**src/rtl/viterbi_hard_decision_decoder_assert.svh**
```systemverilog
// assertion macros for the decoder
`ifndef VITERBI_HARD_DECISION_DECODER_ASSERT_SVH
`define VITERBI_HARD_DECISION_DECODER_ASSERT_SVH

// same-cycle implication
`define VHD_ASSERT_NOW(label, ante, cons) \
  label: assert property (@(posedge clk) disable iff (rst) (ante) |-> (cons)) \
    else $error("decoder check failed");

// next-cycle implication
`define VHD_ASSERT_NEXT(label, ante, cons) \
  label: assert property (@(posedge clk) disable iff (rst) (ante) |=> (cons)) \
    else $error("decoder check failed");

`endif

```
**src/rtl/vhd_pkg.sv**
```systemverilog
`timescale 1ns / 1ps
`default_nettype none
package vhd_pkg;

  localparam int GEN_W = 3;
  localparam int CFG_IDX_W = 2;

  localparam logic [CFG_IDX_W-1:0] CFG_GEN_ZERO = 2'd0;
  localparam logic [CFG_IDX_W-1:0] CFG_GEN_ONE  = 2'd1;

  localparam logic [GEN_W-1:0] GEN_ZERO_RESET = 3'd7;
  localparam logic [GEN_W-1:0] GEN_ONE_RESET  = 3'd5;

  localparam logic [63:0] UNREACHABLE_SEED = 64'd1000000;

  typedef struct packed {
    logic code_bit_zero;
    logic code_bit_one;
    logic frame_start;
  } sym_t;

  typedef enum logic [1:0] {
    BK_IDLE,
    BK_TRACE,
    BK_PUSH
  } bk_state_t;

endpackage
`default_nettype wire

```
**src/rtl/vhd_front.sv**
```systemverilog
`timescale 1ns / 1ps
`default_nettype none
module vhd_front
  import vhd_pkg::*;
(
  input  wire  logic clk,
  input  wire  logic rst,
  input  wire  logic push,
  output logic       full,
  input  wire  sym_t in_sym,
  output logic       sym_vld,
  output sym_t       sym,
  input  wire  logic sym_pop
);

  sym_t       slot [2];
  logic       wr_ptr;
  logic       rd_ptr;
  logic [1:0] count;
  logic       do_push;
  logic       do_pop;

  assign full    = (count == 2'd2);
  assign sym_vld = (count != 2'd0);
  assign sym     = slot[rd_ptr];
  assign do_push = push && !full;
  assign do_pop  = sym_pop && sym_vld;

  always_ff @(posedge clk) begin
    if (do_push) begin
      slot[wr_ptr] <= in_sym;
    end
  end

  always_ff @(posedge clk) begin
    if (rst) begin
      wr_ptr <= 1'b0;
      rd_ptr <= 1'b0;
      count  <= 2'd0;
    end else begin
      if (do_push) begin
        wr_ptr <= !wr_ptr;
      end
      if (do_pop) begin
        rd_ptr <= !rd_ptr;
      end
      case ({do_push, do_pop})
        2'b10:   count <= count + 2'd1;
        2'b01:   count <= count - 2'd1;
        default: count <= count;
      endcase
    end
  end

endmodule
`default_nettype wire

```
**src/rtl/vhd_back.sv**
```systemverilog
`timescale 1ns / 1ps
`default_nettype none
module vhd_back
  import vhd_pkg::*;
#(
  parameter int CONSTRAINT_LENGTH = 3,
  parameter int TRACEBACK_DEPTH   = 6,
  parameter int METRIC_WIDTH      = 16
) (
  input  wire  logic             clk,
  input  wire  logic             rst,
  input  wire  logic [GEN_W-1:0] gen_zero,
  input  wire  logic [GEN_W-1:0] gen_one,
  input  wire  logic             sym_vld,
  input  wire  sym_t             sym,
  output logic                   sym_pop,
  input  wire  logic             res_ready,
  output logic                   res_push,
  output logic                   res_bit
);

  localparam int K     = CONSTRAINT_LENGTH;
  localparam int D     = TRACEBACK_DEPTH;
  localparam int MW    = METRIC_WIDTH;
  localparam int NS    = 1 << (K - 1);
  localparam int SW    = K - 1;
  localparam int CW    = $clog2(D);
  localparam int SumW  = MW + 1;
  localparam int RegMask = (1 << K) - 1;

  localparam logic [CW-1:0] LastCol = CW'(D - 1);
  localparam logic [63:0]   MaxFull = (64'd1 << MW) - 64'd1;
  localparam logic [63:0]   FarWide = (UNREACHABLE_SEED < MaxFull) ? UNREACHABLE_SEED : MaxFull;
  localparam logic [MW-1:0] Far     = FarWide[MW-1:0];

  bk_state_t      state;
  bk_state_t      state_next;
  logic [MW-1:0]  pm [NS];
  logic [MW-1:0]  pm_in [NS];
  logic [MW-1:0]  pm_new [NS];
  logic [NS-1:0]  surv_col;
  logic [NS-1:0]  surv_mem [D];
  logic [NS-1:0]  surv_rd;
  logic [CW-1:0]  wr_slot;
  logic [CW-1:0]  wr_slot_next;
  logic [CW-1:0]  seen;
  logic [CW-1:0]  seen_next;
  logic [CW-1:0]  col;
  logic [CW-1:0]  col_next;
  logic [CW-1:0]  step;
  logic [CW-1:0]  step_next;
  logic [SW-1:0]  tbs;
  logic [SW-1:0]  tbs_next;
  logic           res;
  logic           res_next;
  logic [CW-1:0]  wr_base;
  logic [CW-1:0]  seen_base;
  logic           start;

  // add-compare-select, all states at once
  for (genvar s = 0; s < NS; s++) begin : g_acs
    localparam int P0 = s >> 1;
    localparam int P1 = P0 + NS / 2;
    localparam int R0 = ((P0 << 1) | (s & 1)) & RegMask;
    localparam int R1 = ((P1 << 1) | (s & 1)) & RegMask;
    localparam logic [GEN_W-1:0] Reg0 = GEN_W'(R0);
    localparam logic [GEN_W-1:0] Reg1 = GEN_W'(R1);

    logic           e00;
    logic           e01;
    logic           e10;
    logic           e11;
    logic [1:0]     bm0;
    logic [1:0]     bm1;
    logic [SumW-1:0] sum0;
    logic [SumW-1:0] sum1;
    logic [MW-1:0]  m0;
    logic [MW-1:0]  m1;
    logic           pick_low;

    assign pm_in[s] = sym.frame_start ? ((s == 0) ? '0 : Far) : pm[s];

    assign e00 = ^(Reg0 & gen_zero);
    assign e01 = ^(Reg0 & gen_one);
    assign e10 = ^(Reg1 & gen_zero);
    assign e11 = ^(Reg1 & gen_one);
    assign bm0 = {1'b0, e00 ^ sym.code_bit_zero} + {1'b0, e01 ^ sym.code_bit_one};
    assign bm1 = {1'b0, e10 ^ sym.code_bit_zero} + {1'b0, e11 ^ sym.code_bit_one};
    assign sum0 = {1'b0, pm_in[P0]} + SumW'(bm0);
    assign sum1 = {1'b0, pm_in[P1]} + SumW'(bm1);
    assign m0 = sum0[MW] ? '1 : sum0[MW-1:0];
    assign m1 = sum1[MW] ? '1 : sum1[MW-1:0];
    // ties go to the lower parent
    assign pick_low   = (m0 <= m1);
    assign pm_new[s]  = pick_low ? m0 : m1;
    assign surv_col[s] = !pick_low;
  end

  assign wr_base   = sym.frame_start ? '0 : wr_slot;
  assign seen_base = sym.frame_start ? '0 : seen;

  // survivor columns
  always_ff @(posedge clk) begin
    if (start) begin
      surv_mem[wr_base] <= surv_col;
    end
  end

  always_ff @(posedge clk) begin
    surv_rd <= surv_mem[col];
  end

  always_ff @(posedge clk) begin
    if (rst) begin
      state <= BK_IDLE;
    end else begin
      state <= state_next;
    end
  end

  always_comb begin
    state_next   = state;
    sym_pop      = 1'b0;
    start        = 1'b0;
    res_push     = 1'b0;
    wr_slot_next = wr_slot;
    seen_next    = seen;
    col_next     = col;
    step_next    = step;
    tbs_next     = tbs;
    res_next     = res;
    case (state)
      BK_IDLE: begin
        if (sym_vld) begin
          sym_pop      = 1'b1;
          start        = 1'b1;
          wr_slot_next = (wr_base == LastCol) ? '0 : wr_base + CW'(1);
          col_next     = wr_base;
          step_next    = '0;
          tbs_next     = '0;
          if (seen_base == LastCol) begin
            seen_next  = seen_base;
            state_next = BK_TRACE;
          end else begin
            seen_next  = seen_base + CW'(1);
          end
        end
      end
      BK_TRACE: begin
        col_next  = (col == '0) ? LastCol : col - CW'(1);
        step_next = step + CW'(1);
        if (step != '0) begin
          tbs_next = {surv_rd[tbs], tbs[SW-1:1]};
        end
        if (step == LastCol) begin
          res_next   = tbs_next[0];
          state_next = BK_PUSH;
        end
      end
      BK_PUSH: begin
        if (res_ready) begin
          res_push   = 1'b1;
          state_next = BK_IDLE;
        end
      end
      default: begin
        state_next = BK_IDLE;
      end
    endcase
  end

  always_ff @(posedge clk) begin
    if (rst) begin
      wr_slot <= '0;
      seen    <= '0;
      for (int i = 0; i < NS; i++) begin
        pm[i] <= (i == 0) ? '0 : Far;
      end
    end else begin
      wr_slot <= wr_slot_next;
      seen    <= seen_next;
      if (start) begin
        for (int i = 0; i < NS; i++) begin
          pm[i] <= pm_new[i];
        end
      end
    end
  end

  always_ff @(posedge clk) begin
    col  <= col_next;
    step <= step_next;
    tbs  <= tbs_next;
    res  <= res_next;
  end

  assign res_bit = res;

endmodule
`default_nettype wire

```
**src/rtl/viterbi_hard_decision_decoder.sv**
```systemverilog
// an item with no result leaves the back end after its add-compare-select step; one that
// yields a bit holds the back end through the IDLE, TRACE and PUSH states, and PUSH waits
// for room in the result register, which it then loads; the back end takes no new item
// meanwhile, and the traceback walks back one column per cycle over the survivor memory;
// reset empties the queues, zeroes the counters,
// sets generators 7 and 5 and metrics zero for state 0, unreachable elsewhere; survivors kept
`timescale 1ns / 1ps
`default_nettype none
`include "viterbi_hard_decision_decoder_assert.svh"
module viterbi_hard_decision_decoder
  import vhd_pkg::*;
#(
  parameter int CONSTRAINT_LENGTH = 3,
  parameter int TRACEBACK_DEPTH   = 6,
  parameter int METRIC_WIDTH      = 16
) (
  input  wire  logic                 clk,
  input  wire  logic                 rst,
  input  wire  logic                 push,
  output logic                       full,
  input  wire  logic                 code_bit_zero,
  input  wire  logic                 code_bit_one,
  input  wire  logic                 frame_start,
  output logic                       empty,
  input  wire  logic                 pop,
  output logic                       decoded_bit,
  input  wire  logic                 cfg_valid,
  output logic                       cfg_ready,
  input  wire  logic [CFG_IDX_W-1:0] cfg_index,
  input  wire  logic [GEN_W-1:0]     cfg_data
);

  logic [GEN_W-1:0] gen_zero;
  logic [GEN_W-1:0] gen_one;
  sym_t             in_sym;
  sym_t             sym;
  logic             sym_vld;
  logic             sym_pop;
  logic             res_ready;
  logic             res_push;
  logic             res_bit;
  logic             out_vld;
  logic             out_bit;

  assign cfg_ready = 1'b1;

  always_ff @(posedge clk) begin
    if (rst) begin
      gen_zero <= GEN_ZERO_RESET;
      gen_one  <= GEN_ONE_RESET;
    end else if (cfg_valid && cfg_ready) begin
      case (cfg_index)
        CFG_GEN_ZERO: gen_zero <= cfg_data;
        CFG_GEN_ONE:  gen_one  <= cfg_data;
        default: begin
        end
      endcase
    end
  end

  assign in_sym = '{code_bit_zero: code_bit_zero,
                    code_bit_one:  code_bit_one,
                    frame_start:   frame_start};

  vhd_front u_front (
    .clk     (clk),
    .rst     (rst),
    .push    (push),
    .full    (full),
    .in_sym  (in_sym),
    .sym_vld (sym_vld),
    .sym     (sym),
    .sym_pop (sym_pop)
  );

  vhd_back #(
    .CONSTRAINT_LENGTH (CONSTRAINT_LENGTH),
    .TRACEBACK_DEPTH   (TRACEBACK_DEPTH),
    .METRIC_WIDTH      (METRIC_WIDTH)
  ) u_back (
    .clk       (clk),
    .rst       (rst),
    .gen_zero  (gen_zero),
    .gen_one   (gen_one),
    .sym_vld   (sym_vld),
    .sym       (sym),
    .sym_pop   (sym_pop),
    .res_ready (res_ready),
    .res_push  (res_push),
    .res_bit   (res_bit)
  );

  // result register
  assign res_ready = !out_vld || pop;

  always_ff @(posedge clk) begin
    if (rst) begin
      out_vld <= 1'b0;
    end else if (res_push) begin
      out_vld <= 1'b1;
    end else if (pop) begin
      out_vld <= 1'b0;
    end
  end

  always_ff @(posedge clk) begin
    if (res_push) begin
      out_bit <= res_bit;
    end
  end

  assign empty       = !out_vld;
  assign decoded_bit = out_bit;

  `VHD_ASSERT_NOW(a_no_overwrite, res_push, !out_vld || pop)
  `VHD_ASSERT_NEXT(a_result_shown, res_push, !empty)
  `VHD_ASSERT_NEXT(a_item_queued, push && !full, sym_vld)
  `VHD_ASSERT_NOW(a_pop_has_item, sym_pop, sym_vld)

endmodule
`default_nettype wire

```
**config.mk**
```make
export PLATFORM = sky130hd
export DESIGN_NAME = viterbi_hard_decision_decoder
export DESIGN_NICKNAME = d
export VERILOG_FILES = /design/src/rtl/vhd_pkg.sv /design/src/rtl/vhd_front.sv /design/src/rtl/vhd_back.sv /design/src/rtl/viterbi_hard_decision_decoder.sv
export VERILOG_INCLUDE_DIRS = /design/src /design/src/rtl
export SDC_FILE = /design/constraint.sdc
export NUM_CORES = 1
export LEC_CHECK = 0
export BUFFER_PORTS_ARGS = -buffer_cell sky130_fd_sc_hd__buf_2
export CAP_MARGIN = 20
export CELL_PAD_IN_SITES_DETAIL_PLACEMENT = 1
export CELL_PAD_IN_SITES_GLOBAL_PLACEMENT = 1
export CORE_ASPECT_RATIO = 1.1
export CORE_UTILIZATION = 40
export CTS_CLUSTER_SIZE = 28
export DETAILED_ROUTE_END_ITERATION = 8
export MAX_ROUTING_LAYER = met4
export PLACE_DENSITY = 0.67
export REMOVE_ABC_BUFFERS = 1
export SKIP_LAST_GASP = 1
export SLEW_MARGIN = 40
export SYNTH_ARGS = -nofsm -noshare
export SYNTH_HDL_FRONTEND = slang
export SYNTH_HIERARCHICAL = 1
export SYNTH_SLANG_ARGS = --single-unit
```
**constraint.sdc**
```tcl
create_clock -name clk -period 6.5 [get_ports clk]
set_input_delay 0.65 -clock clk [delete_from_list [all_inputs] [get_ports clk]]
set_output_delay 0.65 -clock clk [all_outputs]
set_load 0.05 [all_outputs]
```
== Yosys cells after proc, flatten, opt, wreduce, memory -nomap -nowiden ==
Memory sizes are Yosys's and may differ from the RTL's. A register that Yosys moved wholly into a read port is not among the register bits.
Cells that the tools add are included.

* Register bits after elaboration: 29
* Bits in latches: 0
* RAM bits: 94
* Bits in read-only memories: 0
* Input bits: 13
* Output and inout port bits: 4
* Word-level logic and storage cells: 173
* Memories kept: 3

{| class="wikitable"
|+ Memory list
! name !! depth !! width !! rd ports !! clocked after memory_dff !! write ports !! RTL line !! RTL
|-
| u_back.pm || 4 || 16 || 4 || 0 || 4 || vhd_back.sv:38 || <nowiki>logic [MW-1:0] pm [NS];</nowiki>
|-
| u_back.surv_mem || 6 || 4 || 1 || 1 || 1 || vhd_back.sv:42 || <nowiki>logic [NS-1:0] surv_mem [D];</nowiki>
|-
| u_front.slot || 2 || 3 || 1 || 1 || 1 || vhd_front.sv:16 || <nowiki>sym_t slot [2];</nowiki>
|}

* Add/sub/neg operators: 22
* Multipliers: 0
* Divide/modulo/power cells: 0
* $lt $le $gt $ge: 5
* Eq/ne operators: 14
* Shifts and indexed selects: 0
* Mux-type cells: 56
* Bitwise logic cells: 18
* Reductions and logical operators: 40

{| class="wikitable"
|+ Operators with widths
! kind !! count
|-
| two-way mux 16 bit || 20
|-
| adder 16 x 2 -> 17 bit || 8
|-
| less-or-equal comparator 16 bit || 4
|-
| XOR reduction 3 bit || 14
|-
| two-way mux 3 bit || 7
|-
| two-way mux 1 bit || 17
|-
| adder 1 x 1 -> 2 bit || 8
|-
| XOR 1 bit || 14
|-
| two-way mux 2 bit || 6
|-
| one-hot mux 3 bit (2 select lines) || 2
|-
| AND reduction 2 bit || 5
|-
| adder 3 x 1 -> 3 bit (second input constant) || 3
|-
| equality test 3 bit (second input constant) || 3
|-
| logical NOT 1 bit || 8
|-
| one-hot mux 2 bit (2 select lines) || 2
|-
| nonzero test 2 bit || 4
|-
| equality test 2 x 1 -> 1 bit (second input constant) || 3
|-
| equality test 2 bit (second input constant) || 3
|-
| != test 2 x 1 -> 1 bit (second input constant) || 3
|-
| one-hot mux 2 bit (3 select lines) || 1
|-
| logical NOT 2 bit || 2
|-
| != test 2 bit (second input constant) || 2
|-
| bitwise OR 1 bit || 4
|-
| AND reduction 4 bit || 1
|-
| other kinds (10) || 11
|}

== Depth between registers and ports, before layout ==
* Depth in word-level cells: 8
* Mapped depth: 25
* Gate-level depth less buffers: 18

== Modules after synthesis ==
The synthesis kept the hierarchy.

{| class="wikitable"
|+ Modules (own cells, without submodules)
! module !! instances !! cells an instance !! area an instance (µm²) !! sequential area each (µm²)
|-
| vhd_back || 1 || 1171 || 10077.2 || 3153.0
|-
| vhd_front || 1 || 35 || 440.4 || 280.3
|-
| viterbi_hard_decision_decoder || 1 || 33 || 334.1 || 170.2
|}

== Least setup slack after synthesis ==
OpenSTA, ideal clock, no wires.

* Kind: reg-to-reg
* From: register (tool-made name)
* To: memory u_back/pm[1][9] (netlist name) (data pin)
* Setup time: 259 ps
* Arrival: 5122 ps
* Data required time: 6241 ps
* Path slack: 1119 ps
* Stages on the path, launching flop included: 24
* Buffers on the path: 8
* Clock period less this slack: 5381 ps
* Cells stage by stage: dfxtp_1 -> mux2_2 -> buf_6 -> buf_6 -> buf_2 -> buf_2 -> buf_2 -> clkbuf_1 -> or2_2 -> fa_1 -> ha_1 -> and3_1 -> and2_1 -> clkbuf_1 -> nor2_1 -> ha_1 -> a21o_1 -> a21o_1 -> a221oi_2 -> nand3_1 -> nand2_1 -> inv_1 -> buf_2 -> o31a_1

{| class="wikitable"
|+ RTL lines
! what !! RTL line
|-
| to (decl) || vhd_back.sv:38
|}

==> results.tsv <==
stage	metric	value	unit
clock_network	post-cts sizing count	0	
timing	fin crit period	5590	ps
critical_path	worst reg2reg setup slack	910	ps
floorplanning	Std-Cell Rows	62	
layout	area delta synth->final	9.02	%
yosys	sequential share of the synthesized area	33.2	%
layout	Layout Nets	1325	
timing	total negative slack	0	ps
flow_run	MaxCap Viol Count	0	
timing	Least-Margin Pin Slew	826	ps
routing	initial DRC count	622	
yosys	Main synth FF type	edfxtp_1	
yosys	library cells used by synthesis	83	
floorplanning	die area	27800	sq um
yosys	YS warnings	6	
min_path	hold path depth	0	
critical_path	crit end category	flop	
clock_network	clk slew on worst S/H paths	60	ps
placed_design	GPL Wtd Cong	0.872	
grt	number of global-route vias before repair	9650	
routing	Routed WL	35700	microns
routing	Post-DRT Antenna Nets	0	
timing	Final Max Slew Viols	0	
critical_path	crit start category	flop	
timing	RSZ-0062 raised after global routing	no	
yosys	EDFF count, synth	104	
clock_network	H-Tree Depth	4	
timing	Peak Freq	179	MHz
routing	WL/cell	22.5	microns
floorplanning	Initial Utilization	41.1	%
floorplanning	core area	26400	sq um
critical_path	critical path data arrival time	5750	ps
timing	relative max-transition margin	44.4	%
placed_design	Inst Count DP	1558	
placed_design	IO buf count	15	
min_path	hold endpoint	decoded_bit$_DFFE_PP_	
grt	global-route wire length before repair	56500	microns
timing	Setup violations, final	0	
floorplanning	Die W	159	microns
routing	DR pass1 iterations	5	
critical_path	FF-to-FF End	u_back/pm[3][7]$_SDFFCE_PN1P_	
grt	largest net degree at the start of global routing	51	
grt	gr usage total	27.3	%
yosys	area leader, netlist	edfxtp_1	
grt	GRT overflow	0	
min_path	Hold WC Path Type	flop to flop	
layout	Final Non-Filler Cells	1590	
min_path	Worst Hold Launch	u_back/res_bit$_DFFE_PP_	
clock_network	clock buffer count from CTS	17	
layout	layout cells sized above 1	9.85	%
yosys	Mean Syn Cell Area	8.76	sq um
yosys	Mapped Cells	1239	
clock_network	Clk Latency, worst-skew pair	440	ps
clock_network	CTS Buffer Depth	2	
critical_path	crit path kind	flop to flop	
routing	DRC viols	0	
yosys	Synth Register Bits	128	
clock_network	Post-CTS Setup Repair Bufs	0	
placed_design	HPWL Detailed	27500	microns
timing	clk_skew	9.04	ps
grt	antenna violations before repair	0	
timing	Final Hold Vio Count	0	
floorplanning	total I/O pin count	17	
outcome	status	finished, final reports clean	
routing	Vias	9438	
timing	Tcrit/Tclk final	86.0	%
clock_network	CTS tree	done	
floorplanning	die height	175	microns
yosys	Synth top area share	28.8	%
yosys	post-synthesis cell area	10900	sq um
clock_network	CTS hold repair buffers	0	
critical_path	R2R depth	17	
yosys	synth top area cells	edfxtp_1 29%, ha_1 9.1%, nor2_1 5.1%	
clock_network	Clock Sinks	128	
critical_path	CP Max Fanout	37	
layout	ANT cells	0	
clock_network	clock root buffer	clkbuf_16	
critical_path	CP Data Required Time	6660	ps
yosys	fraction of registers with async set/reset	0	%
routing	vias per inst	5.94	
layout make-up:
class	count	area, sq um
Fill cell	3082	14500
Multi-Input combinational cell	1012	6830
Sequential cell	128	3600
Clock buffer	21	472
Tap cell	352	440
Timing Repair Buffer	33	235
Clock inverter	11	129
Inverter	33	124
state kept, by name (all words and copies together), names as in the netlist, named ones only:
register         count
u_back/surv_rd       4
u_back/step          3
u_front/slot         6
u_back/col           3
u_back/tbs           2
u_back/seen          3
u_front/rd_ptr       1
gen_zero             3
u_front/wr_ptr       1
u_back/surv_mem     24
u_back/res_bit       1
u_back/wr_slot       3
decoded_bit          1
u_front/count        2
u_back/state         2
u_back/pm           64
out_vld              1
gen_one              3
worst max path at each step:
stage | startpoint | endpoint | slack (ps) | cells after the start
2_1_floorplan | flop | u_back/pm[2][0]$_SDFFCE_PN1P_ | 390 | 15
3_3_place_gp | flop | u_back/pm[1][10]$_SDFFCE_PN1P_ | 1040 | 17
3_5_place_dp | flop | u_back/pm[3][7]$_SDFFCE_PN1P_ | 940 | 17
4_1_cts | flop | u_back/pm[3][13]$_SDFFCE_PN1P_ | 920 | 17
5_1_grt | flop | u_back/pm[3][13]$_SDFFCE_PN1P_ | 370 | 17
6_report | flop | u_back/pm[3][7]$_SDFFCE_PN1P_ | 910 | 17
Yosys cell counts, types with 20 or more instances:
cell      instances
nor3_1           26
nand2b_1         21
nand2_1          94
nor2_1          148
nor2b_1          20
nand3_1          42
ha_1             79
clkbuf_1         25
inv_1            30
buf_2            30
nand4_1          22
xnor2_1          37
and2_1           36
a21oi_1          87
a211oi_1         33
o21ai_0          69
dfxtp_1          24
edfxtp_1        104
critical path, cell delays in order (launching register included):
cell and delay, ps:
dfxtp_1 380, mux2_2 420, xnor2_1 350, xnor2_1 270, xor2_1 290, fa_1 410
ha_1 370, o21ai_1 270, nor2_2 470, a21oi_1 120, ha_1 360, nand4_1 160
nor4_1 400, a21boi_0 230, o31a_1 150, buf_4 320, nor3b_1 210, o21ai_0 110
per-stage QoR:
step                      worst slack (ps)  cell area [sq um]  hold WS, ps  util [%]
after floorplan                        389              10500          400         -
after global placement                1040              11200          417      42.4
after detailed placement               941              11200          405      42.6
after CTS                              917              11800          421      44.8
after global routing                   367              11800          429      44.9
final                                  908              11800          418      44.9
cells by family (layout without fill, tap and decap cells):
| logic type | after synthesis | count (layout) | share of synthesized area (%) |
|---|---|---|---|
| compound gates | 321 | 321 | 19.1 |
| mux | 36 | 36 | 4.04 |
| simple gates | 516 | 516 | 24.8 |
| xor+xnor | 51 | 51 | 4.12 |
| other cells | 1 | 1 | 0.0346 |
| fa+ha+maj | 87 | 87 | 10.6 |
| flops | 128 | 128 | 33.2 |
| buf+inv | 99 | 98 | 4.10 |
layout by cell type (no fill, tap or decap), types with 18 or more instances in the layout:
cell | netlist | routed
a211oi_1 | 33 | 33
a21o_1 | 19 | 19
a21oi_1 | 87 | 87
and2_1 | 36 | 36
clkbuf_16 | 0 | 18
dfxtp_1 | 24 | 24
edfxtp_1 | 104 | 104
ha_1 | 79 | 79
inv_1 | 30 | 30
mux2i_1 | 19 | 19
nand2_1 | 94 | 94
nand2b_1 | 21 | 20
nand3_1 | 42 | 42
nand4_1 | 22 | 22
nor2_1 | 148 | 147
nor2b_1 | 20 | 20
nor3_1 | 26 | 26
o21ai_0 | 69 | 69
xnor2_1 | 37 | 37
per-layer routing:
metal | global-route usage (%) | up-vias | routed length (microns)
met3 | 3.20 | 44 | 874
met4 | 9.50 | 0 | 940
met2 | 46.5 | 144 | 17800
met5 | - | - | 0
met1 | 33.3 | 4673 | 16100
li1 | - | 4577 | -
Power is left out: the tool's default activity adds up to more than one toggle a clock period on the data nets, which glitch-free logic cannot reach.
